[src/sv/aes128_pkg.sv]
// Package for the AES-128 block encryption unit.
// Holds the S-box, round constants, the state type and the round functions.
// No dependencies.
`default_nettype none

package aes128_pkg;

  localparam int unsigned Rounds   = 10;
  localparam int unsigned BlockW   = 128;
  localparam int unsigned HalfW    = 64;
  localparam int unsigned CfgIdxW  = 1;
  localparam int unsigned RoundCntW = 4;

  // Configuration register indexes.
  localparam logic [CfgIdxW-1:0] RegKeyHigh = 1'b0;
  localparam logic [CfgIdxW-1:0] RegKeyLow  = 1'b1;

  typedef logic [BlockW-1:0] block_t;

  // Payload that travels down the pipeline with each valid bit.
  typedef struct packed {
    logic   last;
    block_t state;
  } stage_t;

  localparam logic [7:0] SBOX [256] = '{
    8'h63, 8'h7c, 8'h77, 8'h7b, 8'hf2, 8'h6b, 8'h6f, 8'hc5,
    8'h30, 8'h01, 8'h67, 8'h2b, 8'hfe, 8'hd7, 8'hab, 8'h76,
    8'hca, 8'h82, 8'hc9, 8'h7d, 8'hfa, 8'h59, 8'h47, 8'hf0,
    8'had, 8'hd4, 8'ha2, 8'haf, 8'h9c, 8'ha4, 8'h72, 8'hc0,
    8'hb7, 8'hfd, 8'h93, 8'h26, 8'h36, 8'h3f, 8'hf7, 8'hcc,
    8'h34, 8'ha5, 8'he5, 8'hf1, 8'h71, 8'hd8, 8'h31, 8'h15,
    8'h04, 8'hc7, 8'h23, 8'hc3, 8'h18, 8'h96, 8'h05, 8'h9a,
    8'h07, 8'h12, 8'h80, 8'he2, 8'heb, 8'h27, 8'hb2, 8'h75,
    8'h09, 8'h83, 8'h2c, 8'h1a, 8'h1b, 8'h6e, 8'h5a, 8'ha0,
    8'h52, 8'h3b, 8'hd6, 8'hb3, 8'h29, 8'he3, 8'h2f, 8'h84,
    8'h53, 8'hd1, 8'h00, 8'hed, 8'h20, 8'hfc, 8'hb1, 8'h5b,
    8'h6a, 8'hcb, 8'hbe, 8'h39, 8'h4a, 8'h4c, 8'h58, 8'hcf,
    8'hd0, 8'hef, 8'haa, 8'hfb, 8'h43, 8'h4d, 8'h33, 8'h85,
    8'h45, 8'hf9, 8'h02, 8'h7f, 8'h50, 8'h3c, 8'h9f, 8'ha8,
    8'h51, 8'ha3, 8'h40, 8'h8f, 8'h92, 8'h9d, 8'h38, 8'hf5,
    8'hbc, 8'hb6, 8'hda, 8'h21, 8'h10, 8'hff, 8'hf3, 8'hd2,
    8'hcd, 8'h0c, 8'h13, 8'hec, 8'h5f, 8'h97, 8'h44, 8'h17,
    8'hc4, 8'ha7, 8'h7e, 8'h3d, 8'h64, 8'h5d, 8'h19, 8'h73,
    8'h60, 8'h81, 8'h4f, 8'hdc, 8'h22, 8'h2a, 8'h90, 8'h88,
    8'h46, 8'hee, 8'hb8, 8'h14, 8'hde, 8'h5e, 8'h0b, 8'hdb,
    8'he0, 8'h32, 8'h3a, 8'h0a, 8'h49, 8'h06, 8'h24, 8'h5c,
    8'hc2, 8'hd3, 8'hac, 8'h62, 8'h91, 8'h95, 8'he4, 8'h79,
    8'he7, 8'hc8, 8'h37, 8'h6d, 8'h8d, 8'hd5, 8'h4e, 8'ha9,
    8'h6c, 8'h56, 8'hf4, 8'hea, 8'h65, 8'h7a, 8'hae, 8'h08,
    8'hba, 8'h78, 8'h25, 8'h2e, 8'h1c, 8'ha6, 8'hb4, 8'hc6,
    8'he8, 8'hdd, 8'h74, 8'h1f, 8'h4b, 8'hbd, 8'h8b, 8'h8a,
    8'h70, 8'h3e, 8'hb5, 8'h66, 8'h48, 8'h03, 8'hf6, 8'h0e,
    8'h61, 8'h35, 8'h57, 8'hb9, 8'h86, 8'hc1, 8'h1d, 8'h9e,
    8'he1, 8'hf8, 8'h98, 8'h11, 8'h69, 8'hd9, 8'h8e, 8'h94,
    8'h9b, 8'h1e, 8'h87, 8'he9, 8'hce, 8'h55, 8'h28, 8'hdf,
    8'h8c, 8'ha1, 8'h89, 8'h0d, 8'hbf, 8'he6, 8'h42, 8'h68,
    8'h41, 8'h99, 8'h2d, 8'h0f, 8'hb0, 8'h54, 8'hbb, 8'h16
  };

  // Round constants, one per generated round key.
  localparam logic [7:0] RCON [Rounds] = '{
    8'h01, 8'h02, 8'h04, 8'h08, 8'h10, 8'h20, 8'h40, 8'h80, 8'h1b, 8'h36
  };

  // Multiply by x in GF(2^8).
  function automatic logic [7:0] xtime(input logic [7:0] a);
    return {a[6:0], 1'b0} ^ (a[7] ? 8'h1b : 8'h00);
  endfunction

  // SubBytes followed by ShiftRows; byte i sits in bits 127-8i downward.
  function automatic block_t sub_shift(input block_t s);
    block_t t;
    int     r;
    int     c;
    t = '0;
    for (c = 0; c < 4; c++) begin
      for (r = 0; r < 4; r++) begin
        t[BlockW-1-8*(r+4*c) -: 8] = SBOX[s[BlockW-1-8*(r+4*((c+r)%4)) -: 8]];
      end
    end
    return t;
  endfunction

  // MixColumns over the four independent columns.
  function automatic block_t mix_columns(input block_t s);
    block_t     t;
    logic [7:0] a0, a1, a2, a3;
    int         c;
    t = '0;
    for (c = 0; c < 4; c++) begin
      a0 = s[BlockW-1-32*c -: 8];
      a1 = s[BlockW-9-32*c -: 8];
      a2 = s[BlockW-17-32*c -: 8];
      a3 = s[BlockW-25-32*c -: 8];
      t[BlockW-1-32*c -: 8]  = xtime(a0) ^ xtime(a1) ^ a1 ^ a2 ^ a3;
      t[BlockW-9-32*c -: 8]  = a0 ^ xtime(a1) ^ xtime(a2) ^ a2 ^ a3;
      t[BlockW-17-32*c -: 8] = a0 ^ a1 ^ xtime(a2) ^ xtime(a3) ^ a3;
      t[BlockW-25-32*c -: 8] = xtime(a0) ^ a0 ^ a1 ^ a2 ^ xtime(a3);
    end
    return t;
  endfunction

endpackage

`default_nettype wire

[src/sv/aes128_key_exp.sv]
// Key registers and round key expansion, one round key per cycle.
// Depends on aes128_pkg.
`default_nettype none

module aes128_key_exp (
  input  wire logic                              clk,
  input  wire logic                              rst,
  input  wire logic                              cfg_we,
  input  wire logic [aes128_pkg::CfgIdxW-1:0]    cfg_index,
  input  wire logic [aes128_pkg::HalfW-1:0]      cfg_data,
  output logic                                   busy,
  output aes128_pkg::block_t                     rkey_sched [aes128_pkg::Rounds+1]
);

  logic [aes128_pkg::HalfW-1:0]     key_high;
  logic [aes128_pkg::HalfW-1:0]     key_low;
  logic [aes128_pkg::RoundCntW-1:0] cnt;
  aes128_pkg::block_t               cur;
  aes128_pkg::block_t               src;
  aes128_pkg::block_t               cur_next;
  logic [31:0]                      rot;
  logic [31:0]                      tw;
  logic [31:0]                      n0, n1, n2, n3;

  // The first step starts from the key itself, later steps from the last key.
  assign src = (cnt == '0) ? {key_high, key_low} : cur;

  // RotWord, SubWord and round constant on the last word, then the XOR chain.
  always_comb begin
    rot = {src[23:0], src[31:24]};
    tw  = {aes128_pkg::SBOX[rot[31:24]] ^ aes128_pkg::RCON[cnt],
           aes128_pkg::SBOX[rot[23:16]],
           aes128_pkg::SBOX[rot[15:8]],
           aes128_pkg::SBOX[rot[7:0]]};
    n0 = src[127:96] ^ tw;
    n1 = src[95:64] ^ n0;
    n2 = src[63:32] ^ n1;
    n3 = src[31:0] ^ n2;
    cur_next = {n0, n1, n2, n3};
  end

  // Key writes restart the expansion; reset expands the all-zero key.
  always_ff @(posedge clk) begin
    if (rst) begin
      key_high <= '0;
      key_low  <= '0;
      busy     <= 1'b1;
      cnt      <= '0;
    end else if (cfg_we) begin
      if (cfg_index == aes128_pkg::RegKeyHigh) begin
        key_high <= cfg_data;
      end else begin
        key_low <= cfg_data;
      end
      busy <= 1'b1;
      cnt  <= '0;
    end else if (busy) begin
      rkey_sched[cnt] <= src;
      if (cnt == aes128_pkg::RoundCntW'(aes128_pkg::Rounds)) begin
        busy <= 1'b0;
      end else begin
        cur <= cur_next;
        cnt <= cnt + 1'b1;
      end
    end
  end

endmodule

`default_nettype wire

[config.mk]
export PLATFORM = sky130hd
export DESIGN_NAME = aes128_key_exp
export DESIGN_NICKNAME = d
export VERILOG_FILES = /design/src/sv/aes128_pkg.sv /design/src/sv/aes128_key_exp.sv
export SDC_FILE = /design/constraint.sdc
export NUM_CORES = 2
export LEC_CHECK = 0
export ABC_AREA = 1
export BUFFER_PORTS_ARGS = -buffer_cell sky130_fd_sc_hd__buf_2
export CELL_PAD_IN_SITES_DETAIL_PLACEMENT = 0
export CELL_PAD_IN_SITES_GLOBAL_PLACEMENT = 1
export CORE_AREA = 4 4 571 573
export CTS_CLUSTER_SIZE = 16
export DETAILED_ROUTE_END_ITERATION = 16
export DIE_AREA = 0 0 575 577
export PLACE_DENSITY = 0.44
export SLEW_MARGIN = 30
export SYNTH_ARGS = -nofsm -noshare
export SYNTH_HDL_FRONTEND = slang
export SYNTH_SLANG_ARGS = --single-unit
[constraint.sdc]
create_clock -name clk -period 15.3 [get_ports clk]
set_input_delay 2.295 -clock clk [delete_from_list [all_inputs] [get_ports clk]]
set_output_delay 2.295 -clock clk [all_outputs]
set_load 0.02 [all_outputs]
# ---- After elaboration in Yosys (flattened, before gate mapping)
# Memories as Yosys holds them, arrays and structs flattened.
# Index checks and enable logic that the tools add are counted.
dict set report word_totals {
  regBits 1669
  mem_bits_rw 0
  out_inout_bits 1409
  latchBits 0
  n_memories 5
  word_cells 67
  mem_bits_ro 8320
  inputBits 68
}
# memory depth width rd rd_clocked_by_memory_dff wr line
set mem_list {}
lappend mem_list {{(no name shown)} 256 8 1 0 0 aes128_key_exp.sv:34} ;# aes128_pkg::SBOX[rot[7:0]]};
lappend mem_list {{(no name shown)} 256 8 1 0 0 aes128_key_exp.sv:33} ;# aes128_pkg::SBOX[rot[15:8]],
lappend mem_list {{(no name shown)} 256 8 1 0 0 aes128_key_exp.sv:32} ;# aes128_pkg::SBOX[rot[23:16]],
lappend mem_list {{(no name shown)} 256 8 1 0 0 aes128_key_exp.sv:31} ;# tw = {aes128_pkg::SBOX[rot[31:24]] ^ aes128_pkg::RCON[cnt],
lappend mem_list {{(no name shown)} 16 8 1 0 0 aes128_key_exp.sv:31}
dict set report op_classes {
  n_lt_le_gt_ge 6
  multipliers 0
  add_sub_neg 1
  shift 0
  muxes 16
  reduce_logical 8
  n_eq_ne 1
  n_bitwise 14
  div 0
}
# operator count
set ops {}
lappend ops {{$bwmux W1408} 1}
lappend ops {{$demux W128 S4} 1}
lappend ops {{$mux W128} 2}
lappend ops {{$xor A32 B32 Y32} 4}
lappend ops {{$mux W8} 10}
lappend ops {{$ge A9 B9 Y1 const B} 4}
lappend ops {{$not A8 Y9} 4}
lappend ops {{$xor A8 B8 Y8} 1}
lappend ops {{$reduce_and A2 Y1} 3}
lappend ops {{$ge A5 B5 Y1 const B} 1}
lappend ops {{$lt A5 B1 Y1 const B} 1}
lappend ops {{$not A4 Y5} 1}
lappend ops {{$add A4 B1 Y4 const B} 1}
lappend ops {{$eq A4 B4 Y1 const B} 1}
lappend ops {{$logic_not A4 Y1} 1}
lappend ops {{$not A1 Y1} 4}
lappend ops {{$reduce_and A4 Y1} 1}
lappend ops {{$reduce_and A3 Y1} 1}
lappend ops {{$mux W1} 2}
lappend ops {{$reduce_or A2 Y1} 1}
lappend ops {{$logic_and A1 B1 Y1} 1}

# ---- Logic depth before layout (Yosys ltp)
dict set report depth {
  depth_word 11
  mapped_depth 25
  ltp_nobuf 23
}

# ---- Least setup slack after synthesis
# No wires, ideal clock.
dict set report synth_timing {
  path_type {in2reg}
  from {input port rst}
  to {register rkey_sched[384] in the netlist's numbering, enable pin}
  required_ns 14.528
  setup_ns 0.772
  setup_slack_ns 3.019
  arrival_time_ns 11.509
  n_path_buf 1
  cell_stages 4
  path_cell_list {nor2_1 -> nand2_1 -> clkbuf_1 -> nor3_1}
}
dict set report synth_via {
  elab_chain_cells 2
}
# item line
set synth_lines {}
lappend synth_lines {{from (decl)} aes128_key_exp.sv:7} ;# input wire logic rst,
lappend synth_lines {{$not A1 Y1 (no line)} --}
lappend synth_lines {{$reduce_and A3 Y1 (no line)} --}
lappend synth_lines {{to (signal, indexed assignment)} aes128_key_exp.sv:58} ;# rkey_sched[cnt] <= src;
lappend synth_lines {{to (decl)} aes128_key_exp.sv:12} ;# output aes128_pkg::block_t rkey_sched [aes128_pkg::Rounds+1]
# No other way between the ends.
# A chain may end at the register's enable or synchronous reset.

# ---- Final worst setup path
dict set report layout_timing {
  from {register cnt[3] in the netlist's numbering}
  to {register cur[9] (data pin)}
}
dict set report layout_via {
  elab_chain_cells 10
}
# item line
set layout_lines {}
lappend layout_lines {{from (decl)} aes128_key_exp.sv:17} ;# logic [aes128_pkg::RoundCntW-1:0] cnt;
lappend layout_lines {{from (signal assigned)} aes128_key_exp.sv:63} ;# cnt <= cnt + 1'b1;
lappend layout_lines {{$logic_not A4 Y1 *} aes128_key_exp.sv:26} ;# assign src = (cnt == '0) ? {key_high, key_low} : cur;
lappend layout_lines {{$mux W128 *} aes128_key_exp.sv:26}
lappend layout_lines {{$not A8 Y9 (implied by the code)} aes128_key_exp.sv:33}
lappend layout_lines {{$mem_v2 Z256 W8} --}
lappend layout_lines {{$mux W8 (implied by the code) (2 in series)} aes128_key_exp.sv:33}
lappend layout_lines {{$xor A32 B32 Y32} aes128_key_exp.sv:35} ;# n0 = src[127:96] ^ tw;
lappend layout_lines {{$xor A32 B32 Y32 *} aes128_key_exp.sv:36} ;# n1 = src[95:64] ^ n0;
lappend layout_lines {{named net n1[9]} aes128_key_exp.sv:23} ;# logic [31:0] n0, n1, n2, n3;
lappend layout_lines {{$xor A32 B32 Y32 *} aes128_key_exp.sv:37} ;# n2 = src[63:32] ^ n1;
lappend layout_lines {{$xor A32 B32 Y32 *} aes128_key_exp.sv:38} ;# n3 = src[31:0] ^ n2;
lappend layout_lines {{named net n3[9]} aes128_key_exp.sv:23}
lappend layout_lines {{to (signal assigned)} aes128_key_exp.sv:62} ;# cur <= cur_next;
lappend layout_lines {{to (decl)} aes128_key_exp.sv:18} ;# aes128_pkg::block_t cur;
# The timed path passes the listed nets; every way through them passes the cells marked *. The select of a mux whose other input is x is not followed.

==> impl_results.md <==
- R2r worst-path depth: 23
- Post-DP Area: 79,900 sq um
- Post-synth EDFFs: roughly 1,500
- Setup TNS: 0 ns
- Kind of critical path: reg -> reg
- Gr usage total: 18.0%
- Syn Nets: 5,813
- CTS Sinks: 1,669
- H-tree lvl count: 4
- Largest net degree at the start of global routing: 117
- Clock power frac: around 40%
- Area Overhead vs Synth: 27.8%
- Post-route DRC: 0
- Hold path depth: 2
- Cts bufs inserted: 194
- PortBufs: 1,476
- Total Power: 11.9 mW
- Netlist cell types: 43
- R2R Setup Slk: approximately 9 ns
- IO Count: ~1,500
- Clk_skew: approximately 0.09 ns
- Leakage: 34.2 nW
- CP Data Required Time: 15.91 ns
- Worst skew pair latency: 0.88 ns
- Mapped Area: 67,700 sq um
- Clk pin slew, worst setup/hold paths: approximately 0.060 ns
- Vias: approximately 52,000
- Sw frac: 29.1%
- Hold path start: key_high[0]
- Cell Rows: 208
- Hold Worst Slack: 0.457 ns
- Total wire length: 316,000 um
- Fin cells: 11,700
- Dpl ws: 9.07 ns
- Worst vdd ir: 0.0843 mV
- Internal power: 8.42 mW
- Sw Pwr: 3.46 mW
- Crit path max fanout: approximately 120
- Grt peak-use layer: met2
- Status: complete, no violations
- Fillers: 33,800
- Post-CTS sizing: 0
- Worst hold path class: reg -> reg
- Crit path launch type: flip-flop
- Crit path time final: 6.18 ns
- Final setup violating endpoints: 0
- Synth warn: 0
- Final WS setup: approximately 9.1 ns
- First-pass GRT wire length: 428,000 um
- Final core utilization: 27.0%
- Root buf cell: clkbuf_16
- Wire per inst: 27.1 um
- FF-to-FF End: cur[9]
- Comb power frac: 15.8%
- Nets: 7,290
- CP endpoint kind: flip-flop
- Slew headroom: 33.6%
- Critical Path AT: 6.79 ns
- Sequential area share after synthesis: 72.0%
- GR Util met1: 22.8%
- R2r startpoint: cnt[3]
- Initial drt markers: 5,124
- Design area: 86,500 sq um
- Seq cells post-synth: around 1,700
- Post-route antenna net violation count: 0
- # hold bufs at CTS: 0
- Ys flop type: edfxtp_1
- Antenna violations before repair: 71
- Mapped Cells: 5,684
- Sequential power share: between 40% and 50%
- Gpl congestion: 0.895
- CORE AREA: 321,000 sq um
- First-pass DRT Iterations: 9
- Worst-Margin Slew: 0.990 ns
- Half-perimeter wire length after placement: 219,000 um
- Final Cycle Share: between 40% and 50%
- Die Wd: 575 um
- GR Overflow Total: 0
- Placed Cells: 11,300
- Post-CTS Setup Bufs: 0
- Number of global-route vias before repair: 50,700
- Asr flop ratio synth: 0%
- Clock Tree Buf Depth: 4
- Pwr/cell area: 137 nW/um^2
- Via-per-instance ratio: 4.48
- Peak Freq: 0.162 GHz
- Maxcap violations: 0
- Mean Syn Cell Area: 11.9 sq um
- Die extent in y: 577 um
- Starting density of the core: 21.1%
- RSZ-0062 raised after global routing: no
- Share of cells above drive strength 1: 27.5%
- Die area: approximately 330,000 sq um
- Max-slew violation count: 0
- CTS tree: done
- Met3 Use GR: 3.93%
- Final hold vios: 0
- WHS Endpoint: key_high[0]
- Met2 global-route usage: between 30% and 40%
-- power by group through the flow --
stage / registers [mW] / logic [mW] / clock network [mW]
global placement: 5.32 / 1.89 / 0
global route: 5.23 / 2.06 / 5.13
floorplan: 5.35 / 1.12 / 0
CTS: 5.22 / 1.89 / 4.94
detailed placement: 5.32 / 1.88 / 0
finish: 5.22 / 1.88 / 4.78
-- logic make-up (layout without fill, tap and decap cells) --
kind of cell | after synthesis | in the layout | synth area share, %
flip-flops | 1669 | 1669 | 72.0
other | 0 | 38 | 0
buffers and inverters | 625 | 2258 | 4.15
AND/OR/NAND/NOR | 2984 | 2984 | 19.9
adder cells (fa/ha/maj) | 61 | 61 | 1.13
multiplexers | 8 | 8 | 0.133
XOR/XNOR | 8 | 8 | 0.103
AO/OA/AOI/OAI | 329 | 329 | 2.56
-- cells in the final DEF (no fill, tap or decap), types with 10 or more instances in the layout --
cell type  synthesis  routed
nand2_2           67      72
dfxtp_1          133     133
inv_6              0      11
nand2_4           11      13
o21ai_1           10      10
nor2_1            92      86
o21ai_0          118     117
diode_2            0      38
nand3_1         1434    1434
clkbuf_1          64      22
edfxtp_1        1536    1536
clkinv_2           0      38
clkinv_1           1      40
a21oi_1          172     172
inv_2             12      16
ha_1              61      60
nand3b_1          13      13
nand2_1         1322    1314
a211oi_1          11      11
buf_2            145    1475
clkbuf_16          0     194
inv_1            328     321
buf_4             35      79
bufinv_16          0      27
nand3_2           18      18
-- synth_stat cells, drive strengths merged, types with 5 or more instances --
library cell | number | area (sq um)
mux2 | 8 | 90.1
xor2 | 5 | 43.8
nand4 | 5 | 31.3
buf | 220 | 1290
a21oi | 173 | 870
nand2 | 1400 | 5510
nand3b | 13 | 97.6
nor2 | 94 | 363
dfxtp | 133 | 2660
or2 | 5 | 31.3
o21ai | 134 | 701
nand3 | 1452 | 7360
nor3 | 13 | 65.1
a211oi | 11 | 82.6
ha | 61 | 763
clkbuf | 64 | 240
edfxtp | 1536 | 46100
o211ai | 5 | 37.5
inv | 340 | 1280
-- final cells by class --
type                            instances  area, sq um  share of cell area [%]
Inverter                              341         1280                    1.48
Antenna cell                           38         95.1                   0.110
Tap cell                             4305         5390                    6.22
Timing Repair Buffer                 1565         8180                    9.45
Multi-Input combinational cell       3390        16300                    18.8
Sequential cell                      1669        48800                    56.4
Clock inverter                        136         1610                    1.86
Clock buffer                          216         4940                    5.71
-- layer usage --
layer,vias up,routed length (um)
li1,23200,-
met1,26400,130000
met2,2247,153000
met3,467,21600
met4,6,11000
met5,-,41
-- flip-flops by register name (all words and copies together) (netlist names) --
register	cells
cnt	4
key_low	64
busy	1
key_high	64
rkey_sched	1408
cur	128
-- worst max-delay path by stage --
| stage | from | to | slack, ns | depth (start not counted) |
|---|---|---|---|---|
| 2_1_floorplan | rst | rkey_sched[384] | 3.02 | 4 |
| 3_3_place_gp | rst | rkey_sched[805] | 9.09 | 7 |
| 3_5_place_dp | cnt[3] | cur[23] | 9.07 | 23 |
| 4_1_cts | cnt[3] | cur[23] | 9.01 | 23 |
| 5_1_grt | cnt[3] | cur[10] | 8.50 | 23 |
| 6_report | cnt[3] | cur[9] | 9.12 | 23 |
-- critical path: stages, from the launching register on --
cell and delay [ns]:
dfxtp_1 0.39, nor2_4 0.12, buf_4 0.58, nand2_8 0.51
buf_4 0.45, buf_12 0.26, nand2_1 0.24, nand2_2 0.05
buf_4 0.29, inv_2 0.69, buf_4 0.63, nand2_1 0.11
nand2_1 0.10, inv_1 0.07, nand2_1 0.07, nand3_1 0.08
nand3_1 0.12, nand3_1 0.19, nand3_1 0.16, nand3_1 0.23
nand2_2 0.16, nand2_1 0.07, nand3_1 0.09, nand2_1 0.07
Note: power is estimated with default switching activity, not from simulation.
